===== src/rtl/core/bss_pkg.sv =====
`default_nettype none

package bss_pkg;

   localparam int POS_W      = 18;
   localparam int DELTA_W    = POS_W + 1;
   localparam int CSR_W      = 16;
   localparam int SEED_W     = 32;
   localparam int MAX_STAMPS = 64;
   localparam int CNT_W      = $clog2(MAX_STAMPS + 1);

   // squared length, radicand and root
   localparam int SQ_W        = 2 * DELTA_W;
   localparam int RAD_W       = 54;
   localparam int ROOT_W      = 27;
   localparam int SQRT_ITERS  = ROOT_W;

   // shared shift-subtract divider
   localparam int STEP_W      = 2 * CSR_W;
   localparam int DIV_NUM_W   = ROOT_W + 8;
   localparam int DIV_REM_W   = STEP_W + 1;
   localparam int ITER_W      = 6;
   localparam int AXIS_PAD_W  = DIV_NUM_W - DELTA_W;

   localparam logic [CSR_W-1:0]  SPACING_FLOOR = 16'd1311;
   localparam logic [STEP_W-1:0] STEP_FLOOR    = 32'd8589935;
   localparam logic [SEED_W-1:0] SEED_BEGIN    = 32'd247071;
   localparam logic [SEED_W-1:0] SEED_STEP     = 32'd85852;

   localparam logic [CSR_W-1:0]  BRUSH_SIZE_RESET    = 16'd3277;
   localparam logic [CSR_W-1:0]  STAMP_SPACING_RESET = 16'd6554;

   // request codes
   localparam logic [1:0] REQ_BEGIN    = 2'd0;
   localparam logic [1:0] REQ_CONTINUE = 2'd1;
   localparam logic [1:0] REQ_END      = 2'd2;

   // register indexes
   localparam logic CSR_BRUSH_SIZE    = 1'b0;
   localparam logic CSR_STAMP_SPACING = 1'b1;

   typedef enum logic {
      OP_BEGIN,
      OP_SEGMENT
   } op_type;

   typedef struct packed {
      op_type           op;
      logic [POS_W-1:0] x;
      logic [POS_W-1:0] y;
   } cmd_type;

   typedef enum logic [3:0] {
      ST_IDLE,
      ST_BEGIN,
      ST_PREP,
      ST_SQX,
      ST_SQY,
      ST_SQRT,
      ST_DIV,
      ST_DIVX,
      ST_DIVY,
      ST_EMIT
   } state_type;

endpackage

`default_nettype wire


===== src/rtl/core/bss_cmd_queue.sv =====
`default_nettype none

module bss_cmd_queue (
   input  wire                  clock,
   input  wire                  reset,
   input  wire                  push,
   input  bss_pkg::cmd_type     push_data,
   output logic                 full,
   input  wire                  pop,
   output logic                 valid,
   output bss_pkg::cmd_type     head
);

   bss_pkg::cmd_type entry_ff [2];
   logic       wr_ff, wr_in;
   logic       rd_ff, rd_in;
   logic [1:0] count_ff, count_in;
   logic       do_push, do_pop;

   assign full    = (count_ff == 2'd2);
   assign valid   = (count_ff != 2'd0);
   assign head    = entry_ff[rd_ff];
   assign do_push = push && !full;
   assign do_pop  = pop && valid;

   always_comb begin
      wr_in    = do_push ? ~wr_ff : wr_ff;
      rd_in    = do_pop ? ~rd_ff : rd_ff;
      count_in = count_ff + 2'(do_push) - 2'(do_pop);
   end

   always_ff @(posedge clock) begin
      if (reset) begin
         wr_ff    <= 1'b0;
         rd_ff    <= 1'b0;
         count_ff <= 2'd0;
      end else begin
         wr_ff    <= wr_in;
         rd_ff    <= rd_in;
         count_ff <= count_in;
      end
      if (do_push) begin
         entry_ff[wr_ff] <= push_data;
      end
   end

endmodule

`default_nettype wire


===== src/rtl/core/bss_front.sv =====
`default_nettype none

module bss_front (
   input  wire                          clock,
   input  wire                          reset,
   input  wire                          req_push,
   output logic                         req_full,
   input  wire  [1:0]                   req_type,
   input  wire  [bss_pkg::POS_W-1:0]    req_pos_x,
   input  wire  [bss_pkg::POS_W-1:0]    req_pos_y,
   input  wire                          q_full,
   output logic                         q_push,
   output bss_pkg::cmd_type             q_data
);

   logic stroke_ff, stroke_in;
   logic accept;

   assign req_full = q_full;
   assign accept   = req_push && !q_full;

   // the stroke flag depends only on the event sequence, so it lives here
   always_comb begin
      stroke_in = stroke_ff;
      q_push    = 1'b0;
      q_data.x  = req_pos_x;
      q_data.y  = req_pos_y;
      q_data.op = bss_pkg::OP_BEGIN;
      if (accept) begin
         unique case (req_type)
            bss_pkg::REQ_BEGIN: begin
               q_push    = 1'b1;
               stroke_in = 1'b1;
            end
            bss_pkg::REQ_CONTINUE: begin
               q_push    = 1'b1;
               q_data.op = stroke_ff ? bss_pkg::OP_SEGMENT : bss_pkg::OP_BEGIN;
               stroke_in = 1'b1;
            end
            bss_pkg::REQ_END: begin
               stroke_in = 1'b0;
            end
            default: begin
               stroke_in = stroke_ff;
            end
         endcase
      end
   end

   always_ff @(posedge clock) begin
      if (reset) begin
         stroke_ff <= 1'b0;
      end else begin
         stroke_ff <= stroke_in;
      end
   end

endmodule

`default_nettype wire


===== src/rtl/core/bss_back.sv =====
`default_nettype none

module bss_back (
   input  wire                          clock,
   input  wire                          reset,
   input  wire                          csr_we,
   input  wire                          csr_index,
   input  wire  [bss_pkg::CSR_W-1:0]    csr_wdata,
   input  wire                          cmd_valid,
   input  bss_pkg::cmd_type             cmd,
   output logic                         cmd_pop,
   input  wire                          rsp_pop,
   output logic                         rsp_empty,
   output logic [bss_pkg::POS_W-1:0]    rsp_stamp_x,
   output logic [bss_pkg::POS_W-1:0]    rsp_stamp_y,
   output logic [bss_pkg::SEED_W-1:0]   rsp_stamp_seed,
   output logic                         rsp_last_stamp
);

   localparam int PW = bss_pkg::POS_W;
   localparam int DW = bss_pkg::DELTA_W;
   localparam int CW = bss_pkg::CNT_W;
   localparam int SW = bss_pkg::SEED_W;
   localparam int NW = bss_pkg::DIV_NUM_W;
   localparam int RW = bss_pkg::DIV_REM_W;
   localparam int TW = bss_pkg::STEP_W;
   localparam int AW = bss_pkg::RAD_W;
   localparam int IW = bss_pkg::ITER_W;

   bss_pkg::state_type state_ff, state_in;

   logic [bss_pkg::CSR_W-1:0] size_ff, spacing_ff;

   logic [PW-1:0]   last_x_ff, last_x_in, last_y_ff, last_y_in;
   logic [SW-1:0]   seed_ff, seed_in;
   logic [PW-1:0]   cur_x_ff, cur_x_in, cur_y_ff, cur_y_in;
   logic signed [DW-1:0] dx_ff, dx_in, dy_ff, dy_in;
   logic [TW-1:0]   step_ff, step_in;
   logic [bss_pkg::SQ_W-1:0] sq_ff, sq_in;
   logic [AW-1:0]   rad_ff, rad_in, bit_ff, bit_in;
   logic [AW:0]     root_ff, root_in;
   logic [IW-1:0]   iter_ff, iter_in;
   logic [RW-1:0]   rem_ff, rem_in;
   logic [NW-1:0]   num_ff, num_in, quo_ff, quo_in;
   logic [CW-1:0]   count_ff, count_in;
   logic [DW-1:0]   ax_ff, ax_in, ay_ff, ay_in, qx_ff, qx_in, qy_ff, qy_in;
   logic [CW-1:0]   bx_ff, bx_in, by_ff, by_in, rx_ff, rx_in, ry_ff, ry_in;
   logic [CW-1:0]   idx_ff, idx_in;

   logic            out_valid_ff, out_valid_in, out_load;
   logic [PW-1:0]   out_x_ff, out_x_in, out_y_ff, out_y_in;
   logic [SW-1:0]   out_seed_ff, out_seed_in;
   logic            out_last_ff, out_last_in;
   logic            slot_free;

   // combinational helpers
   logic [bss_pkg::CSR_W-1:0] sp_eff;
   logic [TW-1:0]   step_raw;
   logic signed [2*DW-1:0] sq_prod;
   logic [AW:0]     trial;
   logic [TW-1:0]   den;
   logic [RW-1:0]   rem_sh;
   logic            div_ge;
   logic [DW-1:0]   mag_x, mag_y;
   logic [CW:0]     rx_sum, ry_sum;
   logic            wrap_x, wrap_y;
   logic [DW-1:0]   qx_new, qy_new;
   logic [DW:0]     px, py, sx, sy;

   assign rsp_empty      = !out_valid_ff;
   assign rsp_stamp_x    = out_x_ff;
   assign rsp_stamp_y    = out_y_ff;
   assign rsp_stamp_seed = out_seed_ff;
   assign rsp_last_stamp = out_last_ff;
   assign slot_free      = !out_valid_ff || rsp_pop;

   always_comb begin
      sp_eff   = (spacing_ff < bss_pkg::SPACING_FLOOR) ? bss_pkg::SPACING_FLOOR : spacing_ff;
      step_raw = TW'(size_ff) * TW'(sp_eff);
      sq_prod  = (state_ff == bss_pkg::ST_SQX) ? dx_ff * dx_ff : dy_ff * dy_ff;
      trial    = root_ff + {1'b0, bit_ff};
      den      = (state_ff == bss_pkg::ST_DIV) ? step_ff : TW'(count_ff);
      rem_sh   = {rem_ff[RW-2:0], num_ff[NW-1]};
      div_ge   = (rem_sh >= {1'b0, den});
      mag_x    = dx_ff[DW-1] ? DW'(-dx_ff) : DW'(dx_ff);
      mag_y    = dy_ff[DW-1] ? DW'(-dy_ff) : DW'(dy_ff);
      rx_sum   = {1'b0, rx_ff} + {1'b0, bx_ff};
      ry_sum   = {1'b0, ry_ff} + {1'b0, by_ff};
      wrap_x   = (rx_sum >= {1'b0, count_ff});
      wrap_y   = (ry_sum >= {1'b0, count_ff});
      qx_new   = qx_ff + ax_ff + DW'(wrap_x);
      qy_new   = qy_ff + ay_ff + DW'(wrap_y);
      px       = dx_ff[DW-1] ? -{1'b0, qx_new} : {1'b0, qx_new};
      py       = dy_ff[DW-1] ? -{1'b0, qy_new} : {1'b0, qy_new};
      sx       = {{2{last_x_ff[PW-1]}}, last_x_ff} + px;
      sy       = {{2{last_y_ff[PW-1]}}, last_y_ff} + py;
   end

   always_comb begin
      state_in    = state_ff;
      cmd_pop     = 1'b0;
      last_x_in   = last_x_ff;
      last_y_in   = last_y_ff;
      seed_in     = seed_ff;
      cur_x_in    = cur_x_ff;
      cur_y_in    = cur_y_ff;
      dx_in       = dx_ff;
      dy_in       = dy_ff;
      step_in     = step_ff;
      sq_in       = sq_ff;
      rad_in      = rad_ff;
      bit_in      = bit_ff;
      root_in     = root_ff;
      iter_in     = iter_ff;
      rem_in      = rem_ff;
      num_in      = num_ff;
      quo_in      = quo_ff;
      count_in    = count_ff;
      ax_in       = ax_ff;
      ay_in       = ay_ff;
      bx_in       = bx_ff;
      by_in       = by_ff;
      qx_in       = qx_ff;
      qy_in       = qy_ff;
      rx_in       = rx_ff;
      ry_in       = ry_ff;
      idx_in      = idx_ff;
      out_load    = 1'b0;
      out_x_in    = out_x_ff;
      out_y_in    = out_y_ff;
      out_seed_in = out_seed_ff;
      out_last_in = out_last_ff;

      unique case (state_ff)
         bss_pkg::ST_IDLE: begin
            if (cmd_valid) begin
               cmd_pop  = 1'b1;
               cur_x_in = cmd.x;
               cur_y_in = cmd.y;
               state_in = (cmd.op == bss_pkg::OP_BEGIN) ? bss_pkg::ST_BEGIN
                                                        : bss_pkg::ST_PREP;
            end
         end
         bss_pkg::ST_BEGIN: begin
            if (slot_free) begin
               seed_in     = seed_ff + bss_pkg::SEED_BEGIN;
               out_load    = 1'b1;
               out_x_in    = cur_x_ff;
               out_y_in    = cur_y_ff;
               out_seed_in = seed_ff + bss_pkg::SEED_BEGIN;
               out_last_in = 1'b1;
               last_x_in   = cur_x_ff;
               last_y_in   = cur_y_ff;
               state_in    = bss_pkg::ST_IDLE;
            end
         end
         bss_pkg::ST_PREP: begin
            dx_in    = DW'(signed'(cur_x_ff)) - DW'(signed'(last_x_ff));
            dy_in    = DW'(signed'(cur_y_ff)) - DW'(signed'(last_y_ff));
            step_in  = (step_raw < bss_pkg::STEP_FLOOR) ? bss_pkg::STEP_FLOOR : step_raw;
            state_in = bss_pkg::ST_SQX;
         end
         bss_pkg::ST_SQX: begin
            sq_in    = bss_pkg::SQ_W'(sq_prod);
            state_in = bss_pkg::ST_SQY;
         end
         bss_pkg::ST_SQY: begin
            rad_in   = AW'({sq_ff + bss_pkg::SQ_W'(sq_prod), 16'd0});
            root_in  = '0;
            bit_in   = AW'(1) << (AW - 2);
            iter_in  = IW'(bss_pkg::SQRT_ITERS - 1);
            state_in = bss_pkg::ST_SQRT;
         end
         bss_pkg::ST_SQRT: begin
            if ({1'b0, rad_ff} >= trial) begin
               rad_in  = AW'({1'b0, rad_ff} - trial);
               root_in = (root_ff >> 1) + {1'b0, bit_ff};
            end else begin
               root_in = root_ff >> 1;
            end
            bit_in  = bit_ff >> 2;
            iter_in = iter_ff - IW'(1);
            if (iter_ff == '0) begin
               rem_in   = '0;
               quo_in   = '0;
               num_in   = {root_in[bss_pkg::ROOT_W-1:0], 8'd0};
               iter_in  = IW'(NW - 1);
               state_in = bss_pkg::ST_DIV;
            end
         end
         bss_pkg::ST_DIV, bss_pkg::ST_DIVX, bss_pkg::ST_DIVY: begin
            rem_in  = div_ge ? (rem_sh - {1'b0, den}) : rem_sh;
            num_in  = num_ff << 1;
            quo_in  = {quo_ff[NW-2:0], div_ge};
            iter_in = iter_ff - IW'(1);
            if (iter_ff == '0) begin
               rem_in  = '0;
               iter_in = IW'(DW - 1);
               if (state_ff == bss_pkg::ST_DIV) begin
                  if (quo_in == '0) begin
                     state_in = bss_pkg::ST_IDLE;
                  end else begin
                     count_in = (quo_in > NW'(bss_pkg::MAX_STAMPS))
                                ? CW'(bss_pkg::MAX_STAMPS) : CW'(quo_in);
                     num_in   = {mag_x, {bss_pkg::AXIS_PAD_W{1'b0}}};
                     quo_in   = '0;
                     state_in = bss_pkg::ST_DIVX;
                  end
               end else if (state_ff == bss_pkg::ST_DIVX) begin
                  ax_in    = quo_in[DW-1:0];
                  bx_in    = rem_in == '0 ? CW'(div_ge ? rem_sh - {1'b0, den} : rem_sh)
                                          : CW'(rem_sh);
                  num_in   = {mag_y, {bss_pkg::AXIS_PAD_W{1'b0}}};
                  quo_in   = '0;
                  state_in = bss_pkg::ST_DIVY;
               end else begin
                  ay_in    = quo_in[DW-1:0];
                  by_in    = CW'(div_ge ? rem_sh - {1'b0, den} : rem_sh);
                  qx_in    = '0;
                  qy_in    = '0;
                  rx_in    = count_ff >> 1;
                  ry_in    = count_ff >> 1;
                  idx_in   = CW'(1);
                  state_in = bss_pkg::ST_EMIT;
               end
            end
         end
         bss_pkg::ST_EMIT: begin
            if (slot_free) begin
               qx_in       = qx_new;
               qy_in       = qy_new;
               rx_in       = wrap_x ? CW'(rx_sum - {1'b0, count_ff}) : CW'(rx_sum);
               ry_in       = wrap_y ? CW'(ry_sum - {1'b0, count_ff}) : CW'(ry_sum);
               seed_in     = seed_ff + bss_pkg::SEED_STEP;
               out_load    = 1'b1;
               out_x_in    = sx[PW-1:0];
               out_y_in    = sy[PW-1:0];
               out_seed_in = seed_ff + bss_pkg::SEED_STEP;
               out_last_in = (idx_ff == count_ff);
               idx_in      = idx_ff + CW'(1);
               if (idx_ff == count_ff) begin
                  last_x_in = cur_x_ff;
                  last_y_in = cur_y_ff;
                  state_in  = bss_pkg::ST_IDLE;
               end
            end
         end
         default: begin
            state_in = bss_pkg::ST_IDLE;
         end
      endcase

      out_valid_in = out_load ? 1'b1 : (rsp_pop ? 1'b0 : out_valid_ff);
   end

   always_ff @(posedge clock) begin
      if (reset) begin
         state_ff     <= bss_pkg::ST_IDLE;
         out_valid_ff <= 1'b0;
         last_x_ff    <= '0;
         last_y_ff    <= '0;
         seed_ff      <= '0;
         size_ff      <= bss_pkg::BRUSH_SIZE_RESET;
         spacing_ff   <= bss_pkg::STAMP_SPACING_RESET;
      end else begin
         state_ff     <= state_in;
         out_valid_ff <= out_valid_in;
         last_x_ff    <= last_x_in;
         last_y_ff    <= last_y_in;
         seed_ff      <= seed_in;
         if (csr_we && csr_index == bss_pkg::CSR_BRUSH_SIZE) begin
            size_ff <= csr_wdata;
         end
         if (csr_we && csr_index == bss_pkg::CSR_STAMP_SPACING) begin
            spacing_ff <= csr_wdata;
         end
      end
      cur_x_ff    <= cur_x_in;
      cur_y_ff    <= cur_y_in;
      dx_ff       <= dx_in;
      dy_ff       <= dy_in;
      step_ff     <= step_in;
      sq_ff       <= sq_in;
      rad_ff      <= rad_in;
      bit_ff      <= bit_in;
      root_ff     <= root_in;
      iter_ff     <= iter_in;
      rem_ff      <= rem_in;
      num_ff      <= num_in;
      quo_ff      <= quo_in;
      count_ff    <= count_in;
      ax_ff       <= ax_in;
      ay_ff       <= ay_in;
      bx_ff       <= bx_in;
      by_ff       <= by_in;
      qx_ff       <= qx_in;
      qy_ff       <= qy_in;
      rx_ff       <= rx_in;
      ry_ff       <= ry_in;
      idx_ff      <= idx_in;
      out_x_ff    <= out_x_in;
      out_y_ff    <= out_y_in;
      out_seed_ff <= out_seed_in;
      out_last_ff <= out_last_in;
   end

endmodule

`default_nettype wire


===== src/rtl/core/brush_stroke_stamp_spacer.sv =====
// channel    | direction | handshake          | payload
// req        | in        | req_push/req_full  | req_type, req_pos_x, req_pos_y
// rsp        | out       | rsp_pop/rsp_empty  | rsp_stamp_x/_y, rsp_stamp_seed, rsp_last_stamp
// csr        | in        | csr_we             | csr_index, csr_wdata
//
// begin stamp: the event queue, then the idle and begin states, lie between the req
//   transaction and rsp_empty low; the begin state waits for a free output slot
// segment: the 27-step square root, the shared divider (35 steps for the stamp count,
//   19 steps per axis) and the emit state lie between the req transaction and the last stamp
// stamps of one segment leave at one per cycle while rsp_pop keeps up
// a two-entry event queue lets req transactions in while the back end works
// synchronous active-high reset, no clearing pass
`default_nettype none

module brush_stroke_stamp_spacer (
   input  wire                          clock,
   input  wire                          reset,
   // pointer events
   input  wire                          req_push,
   output logic                         req_full,
   input  wire  [1:0]                   req_type,
   input  wire  [bss_pkg::POS_W-1:0]    req_pos_x,
   input  wire  [bss_pkg::POS_W-1:0]    req_pos_y,
   // stamps
   output logic                         rsp_empty,
   input  wire                          rsp_pop,
   output logic [bss_pkg::POS_W-1:0]    rsp_stamp_x,
   output logic [bss_pkg::POS_W-1:0]    rsp_stamp_y,
   output logic [bss_pkg::SEED_W-1:0]   rsp_stamp_seed,
   output logic                         rsp_last_stamp,
   // brush registers
   input  wire                          csr_we,
   input  wire                          csr_index,
   input  wire  [bss_pkg::CSR_W-1:0]    csr_wdata
);

   logic             q_full, q_push, q_valid, q_pop;
   bss_pkg::cmd_type q_data, q_head;

   // front end: stroke tracking, drops end and unknown events
   bss_front u_front (
      .clock     (clock),
      .reset     (reset),
      .req_push  (req_push),
      .req_full  (req_full),
      .req_type  (req_type),
      .req_pos_x (req_pos_x),
      .req_pos_y (req_pos_y),
      .q_full    (q_full),
      .q_push    (q_push),
      .q_data    (q_data)
   );

   // decoupling queue between classification and stamp generation
   bss_cmd_queue u_queue (
      .clock     (clock),
      .reset     (reset),
      .push      (q_push),
      .push_data (q_data),
      .full      (q_full),
      .pop       (q_pop),
      .valid     (q_valid),
      .head      (q_head)
   );

   // back end: begin stamps, segment length, stamp count and interpolation
   bss_back u_back (
      .clock          (clock),
      .reset          (reset),
      .csr_we         (csr_we),
      .csr_index      (csr_index),
      .csr_wdata      (csr_wdata),
      .cmd_valid      (q_valid),
      .cmd            (q_head),
      .cmd_pop        (q_pop),
      .rsp_pop        (rsp_pop),
      .rsp_empty      (rsp_empty),
      .rsp_stamp_x    (rsp_stamp_x),
      .rsp_stamp_y    (rsp_stamp_y),
      .rsp_stamp_seed (rsp_stamp_seed),
      .rsp_last_stamp (rsp_last_stamp)
   );

endmodule

`default_nettype wire


===== config.mk =====
export PLATFORM = sky130hd
export DESIGN_NAME = brush_stroke_stamp_spacer
export DESIGN_NICKNAME = d
export VERILOG_FILES = /design/src/rtl/core/bss_pkg.sv /design/src/rtl/core/bss_cmd_queue.sv /design/src/rtl/core/bss_front.sv /design/src/rtl/core/bss_back.sv /design/src/rtl/core/brush_stroke_stamp_spacer.sv
export SDC_FILE = /design/constraint.sdc
export NUM_CORES = 2
export LEC_CHECK = 0
export BUFFER_PORTS_ARGS = -buffer_cell sky130_fd_sc_hd__clkbuf_2
export CORE_MARGIN = 2
export CORE_UTILIZATION = 37
export CTS_BUF_LIST = sky130_fd_sc_hd__clkbuf_2 sky130_fd_sc_hd__clkbuf_4 sky130_fd_sc_hd__clkbuf_8
export DETAILED_ROUTE_END_ITERATION = 6
export PLACE_DENSITY = 0.58
export SLEW_MARGIN = 0
export SYNTH_ARGS = -nofsm -noshare
export SYNTH_HDL_FRONTEND = slang
export SYNTH_HIERARCHICAL = 1
export SYNTH_SLANG_ARGS = --single-unit

===== constraint.sdc =====
create_clock -name clock -period 14.5 [get_ports clock]
set_clock_uncertainty 0.1 [all_clocks]
set_input_delay 1.45 -clock clock [delete_from_list [all_inputs] [get_ports clock]]
set_output_delay 1.45 -clock clock [all_outputs]
set_load 0.1 [all_outputs]

==> impl_metrics.tcl <==
set metrics [dict create \
    run_status "complete, no violations" \
    die_w_um 466.1 \
    cpMostUsedCell "sky130_fd_sc_hd__fa_1" \
    synth_top_family_by_area "adder cells" \
    globalRoute.totalOverflow 0 \
    post_synth_inst_count 8166 \
    timing.fmax_mhz 93.17 \
    worst_slew_pin_slew_ps 1169 \
    drt_iter0_markers 4055 \
    synth_top_cell_by_area "sky130_fd_sc_hd__edfxtp_1" \
    hpwl_dp_um 159700 \
    critical_path.startpoint_type "register" \
    synth_nets 9776 \
    totalWireLength_um 209500 \
    critical_path_rt_ps 15010 \
    num-nets-final 9814 \
    total_length_of_routed_met2_wires_um 98750 \
    worstSetupStartpoint "u_back/dx_ff[10]$_DFFE_PP_" \
    synth-seq-area-share_pct 26.95 \
    worst-endpoint-arrival_ps 11240 \
    rsz_0062_raised_after_global_routing "false" \
    yosys.area_share.adder_pct 32.87 \
    clkTransAtPathRegs_ps 60 \
    cts_max_level 4 \
    yosysUniqueCellTypes 93 \
    ys_dominant_reg_cell "sky130_fd_sc_hd__edfxtp_1" \
    min_path_type "reg2reg" \
    postLayoutCoreUtil_pct 40.30 \
    ctsResizeCount 0 \
    post_synth_mux_area_share_pct 1.739 \
    worst-r2r-setup-slack_ps 3770 \
    grt_max_degree 83 \
    wl_per_cell_um 18.79 \
    synth-edff-count 635 \
    ctsRootBufferMaster "sky130_fd_sc_hd__clkbuf_8" \
    die-area_um2 217200 \
    hold_path_startpoint "u_back/spacing_ff[10]$_SDFFE_PP0P_" \
    sum_of_routed_wire_segments_on_met1_um 93740 \
    synth_xor_area_share_pct 5.687 \
    relative_slew_margins_pct 22.06 \
    async_flop_share_pct 0 \
    avg_inst_size_synth_um2 9.674 \
    io_pins 131 \
    grt_first_pass_wirelength_um 334700 \
    routed-wl-met3_um 11710 \
    vias_per_cell 5.222 \
    layout.filler_cells 20751 \
    post_cts.repair.setup_buffers 0 \
    synth.top_cells.by_area "sky130_fd_sc_hd__edfxtp_1 (24%), sky130_fd_sc_hd__fa_1 (22%), sky130_fd_sc_hd__ha_1 (11%)" \
    ys_seq_elements 746 \
    num_clock_sinks 746 \
    grt_antenna_before_repair 3 \
    slowest_delay_ps 860 \
    end_kind "register" \
    dr_total_vias 58205 \
    slew_viol_final 0 \
    post_synth_and_or_nand_nor_area_fraction_pct 13.60 \
    cts_hold_buffers 0 \
    fp.coreArea_um2 212100 \
    syn_area_um2 79000 \
    total_routing_resource_utilization_after_global_routing_pct 19.37 \
    placement.io_buffers 130 \
    fin_tns_setup_ps 0 \
    final.period_utilization_pct 74.02 \
    drc 0 \
    synthDominantCellAreaShare_pct 24.14 \
    finalHoldViolCount 0 \
    place_congestion 0.9006 \
    synth_compound_gate_area_share_pct 11.72 \
    hold_slack_ps 357.3 \
    reg2reg_start "u_back/dx_ff[10]$_DFFE_PP_" \
    path_max_fanout 16 \
    floorplan.rows 169 \
    cpMaxStageDelayCell "sky130_fd_sc_hd__a2111oi_0" \
    vias_in_the_first_global_route 60730 \
    ant_nets 0 \
    timing.max_cap.violations 0 \
    floorplan.initialDensity_pct 37.25 \
    first_pass_iters 6 \
    cts_buffers 139 \
    top_layer_used "met4" \
    fin_crit_ps 10730 \
    timing_worst_setup_path_type "reg2reg" \
    die_h_um 466.1 \
    area_delta_synth_final_pct 8.203 \
    yosysWarningCount 6 \
    cts_tree "yes" \
    clk_latency_ps 910 \
    ctsLongestPathBuffers 3 \
    layout-drive-gt1-share_pct 6.864 \
    setup_viol 0 \
]
-- worst paths after layout --
| path | end | cells after the start |
|---|---|---|
| max | u_back/rad_ff[53]$_DFFE_PP_ | 36 |
| min | u_back/spacing_ff[10]$_SDFFE_PP0P_ | 2 |
| max reg2reg | u_back/rad_ff[53]$_DFFE_PP_ | 36 |
| min reg2reg | u_back/spacing_ff[10]$_SDFFE_PP0P_ | 2 |
-- cell families after synthesis --
logic type      count (synthesis)
simple gates                 2266
fa+ha+maj                    1550
buf+inv                      1513
compound gates               1446
flops                         746
xor+xnor                      513
mux                           132
-- per-stage QoR --
stage,area [um^2],instances,setup slack (ps)
global route,85480,11147,3200
CTS,85460,11140,3890
floorplan,79000,8166,4381
detailed placement,82550,10884,3946
global placement,82550,10884,4131
finish,85480,11147,3766
-- cells in the final DEF, fill, tap and decap left out, drive strengths merged, types with 42 or more instances in the layout --
master	n
fa	876
edfxtp	635
nor2b	83
buf	83
and2	287
nor3	95
nand3	83
xnor2	318
xor2	195
ha	674
mux2	42
nand4	48
mux2i	90
a21o	158
or3	66
o21bai	53
clkinv	62
a31oi	74
o21ai	338
a211oi	44
clkbuf	309
and3	77
inv	1202
a21oi	407
o21a	68
dfxtp	111
nand2b	57
nand2	854
nor2	499
-- critical path, delay by kind of cell (launching register included) --
kind            cells  cell delay, ps
fa+ha+maj           9            3950
compound gates     12            3290
simple gates        6            1470
buf+inv             6             960
flops               1             320
xor+xnor            2             280
mux                 1              80
-- per-layer routing --
metal / vias up / track usage [%]
met5: - / 0
met4: 0 / 5.367
met3: 283 / 2.950
met2: 1489 / 32.38
met1: 29008 / 26.00
li1: 27425 / -
-- layout make-up --
type                    instances  area, um^2  area share [%]
clock inverters                76       643.1          0.7524
repair buffers                212        1269           1.484
diodes                          7       17.52         0.02049
inverters                    1198        4501           5.265
flip-flops and latches        746       21290           24.91
well taps                    2821        3530           4.129
multi-input cells            5907       51960           60.78
clock buffers                 180        2271           2.657
-- registers in the layout, indices dropped and copies added, names as in the netlist, 19 cells and up, named ones only --
| register | flops |
|---|---|
| u_back/rad_ff | 54 |
| u_back/step_ff | 32 |
| u_back/root_ff | 55 |
| u_back/dy_ff | 19 |
| u_back/seed_ff | 32 |
| u_back/sq_ff | 37 |
| u_back/rem_ff | 32 |
| u_queue/entry_ff | 74 |
| u_back/dx_ff | 19 |
| u_back/bit_ff | 27 |
| u_back/num_ff | 27 |
| u_back/quo_ff | 34 |
| u_back/rsp_stamp_seed | 32 |
-- synth_stat cells, types with 20 or more instances --
cell type	count
sky130_fd_sc_hd__and3_1	76
sky130_fd_sc_hd__nand2b_1	56
sky130_fd_sc_hd__o21ai_0	329
sky130_fd_sc_hd__a31oi_1	74
sky130_fd_sc_hd__o21a_1	68
sky130_fd_sc_hd__nand3_1	83
sky130_fd_sc_hd__a211oi_1	44
sky130_fd_sc_hd__or3_1	65
sky130_fd_sc_hd__xnor2_1	318
sky130_fd_sc_hd__nor2_1	499
sky130_fd_sc_hd__a21boi_0	24
sky130_fd_sc_hd__mux2i_1	90
sky130_fd_sc_hd__nand2_1	854
sky130_fd_sc_hd__nand4_1	48
sky130_fd_sc_hd__nor4_1	23
sky130_fd_sc_hd__dfxtp_1	111
sky130_fd_sc_hd__a31o_2	23
sky130_fd_sc_hd__xor2_1	195
sky130_fd_sc_hd__inv_1	1184
sky130_fd_sc_hd__and2_1	283
sky130_fd_sc_hd__a21o_1	158
sky130_fd_sc_hd__ha_1	674
sky130_fd_sc_hd__o21bai_1	53
sky130_fd_sc_hd__nand3b_1	25
sky130_fd_sc_hd__o211ai_1	23
sky130_fd_sc_hd__a21oi_1	406
sky130_fd_sc_hd__edfxtp_1	635
sky130_fd_sc_hd__fa_1	876
sky130_fd_sc_hd__nor3_1	95
sky130_fd_sc_hd__nor2b_1	82
sky130_fd_sc_hd__o41ai_1	20
sky130_fd_sc_hd__buf_4	44
sky130_fd_sc_hd__clkbuf_1	244
sky130_fd_sc_hd__o31ai_1	30
sky130_fd_sc_hd__mux2_2	42
Power is not shown: default switching activity piles up to over one toggle a cycle in this logic, so the estimate is an artifact.
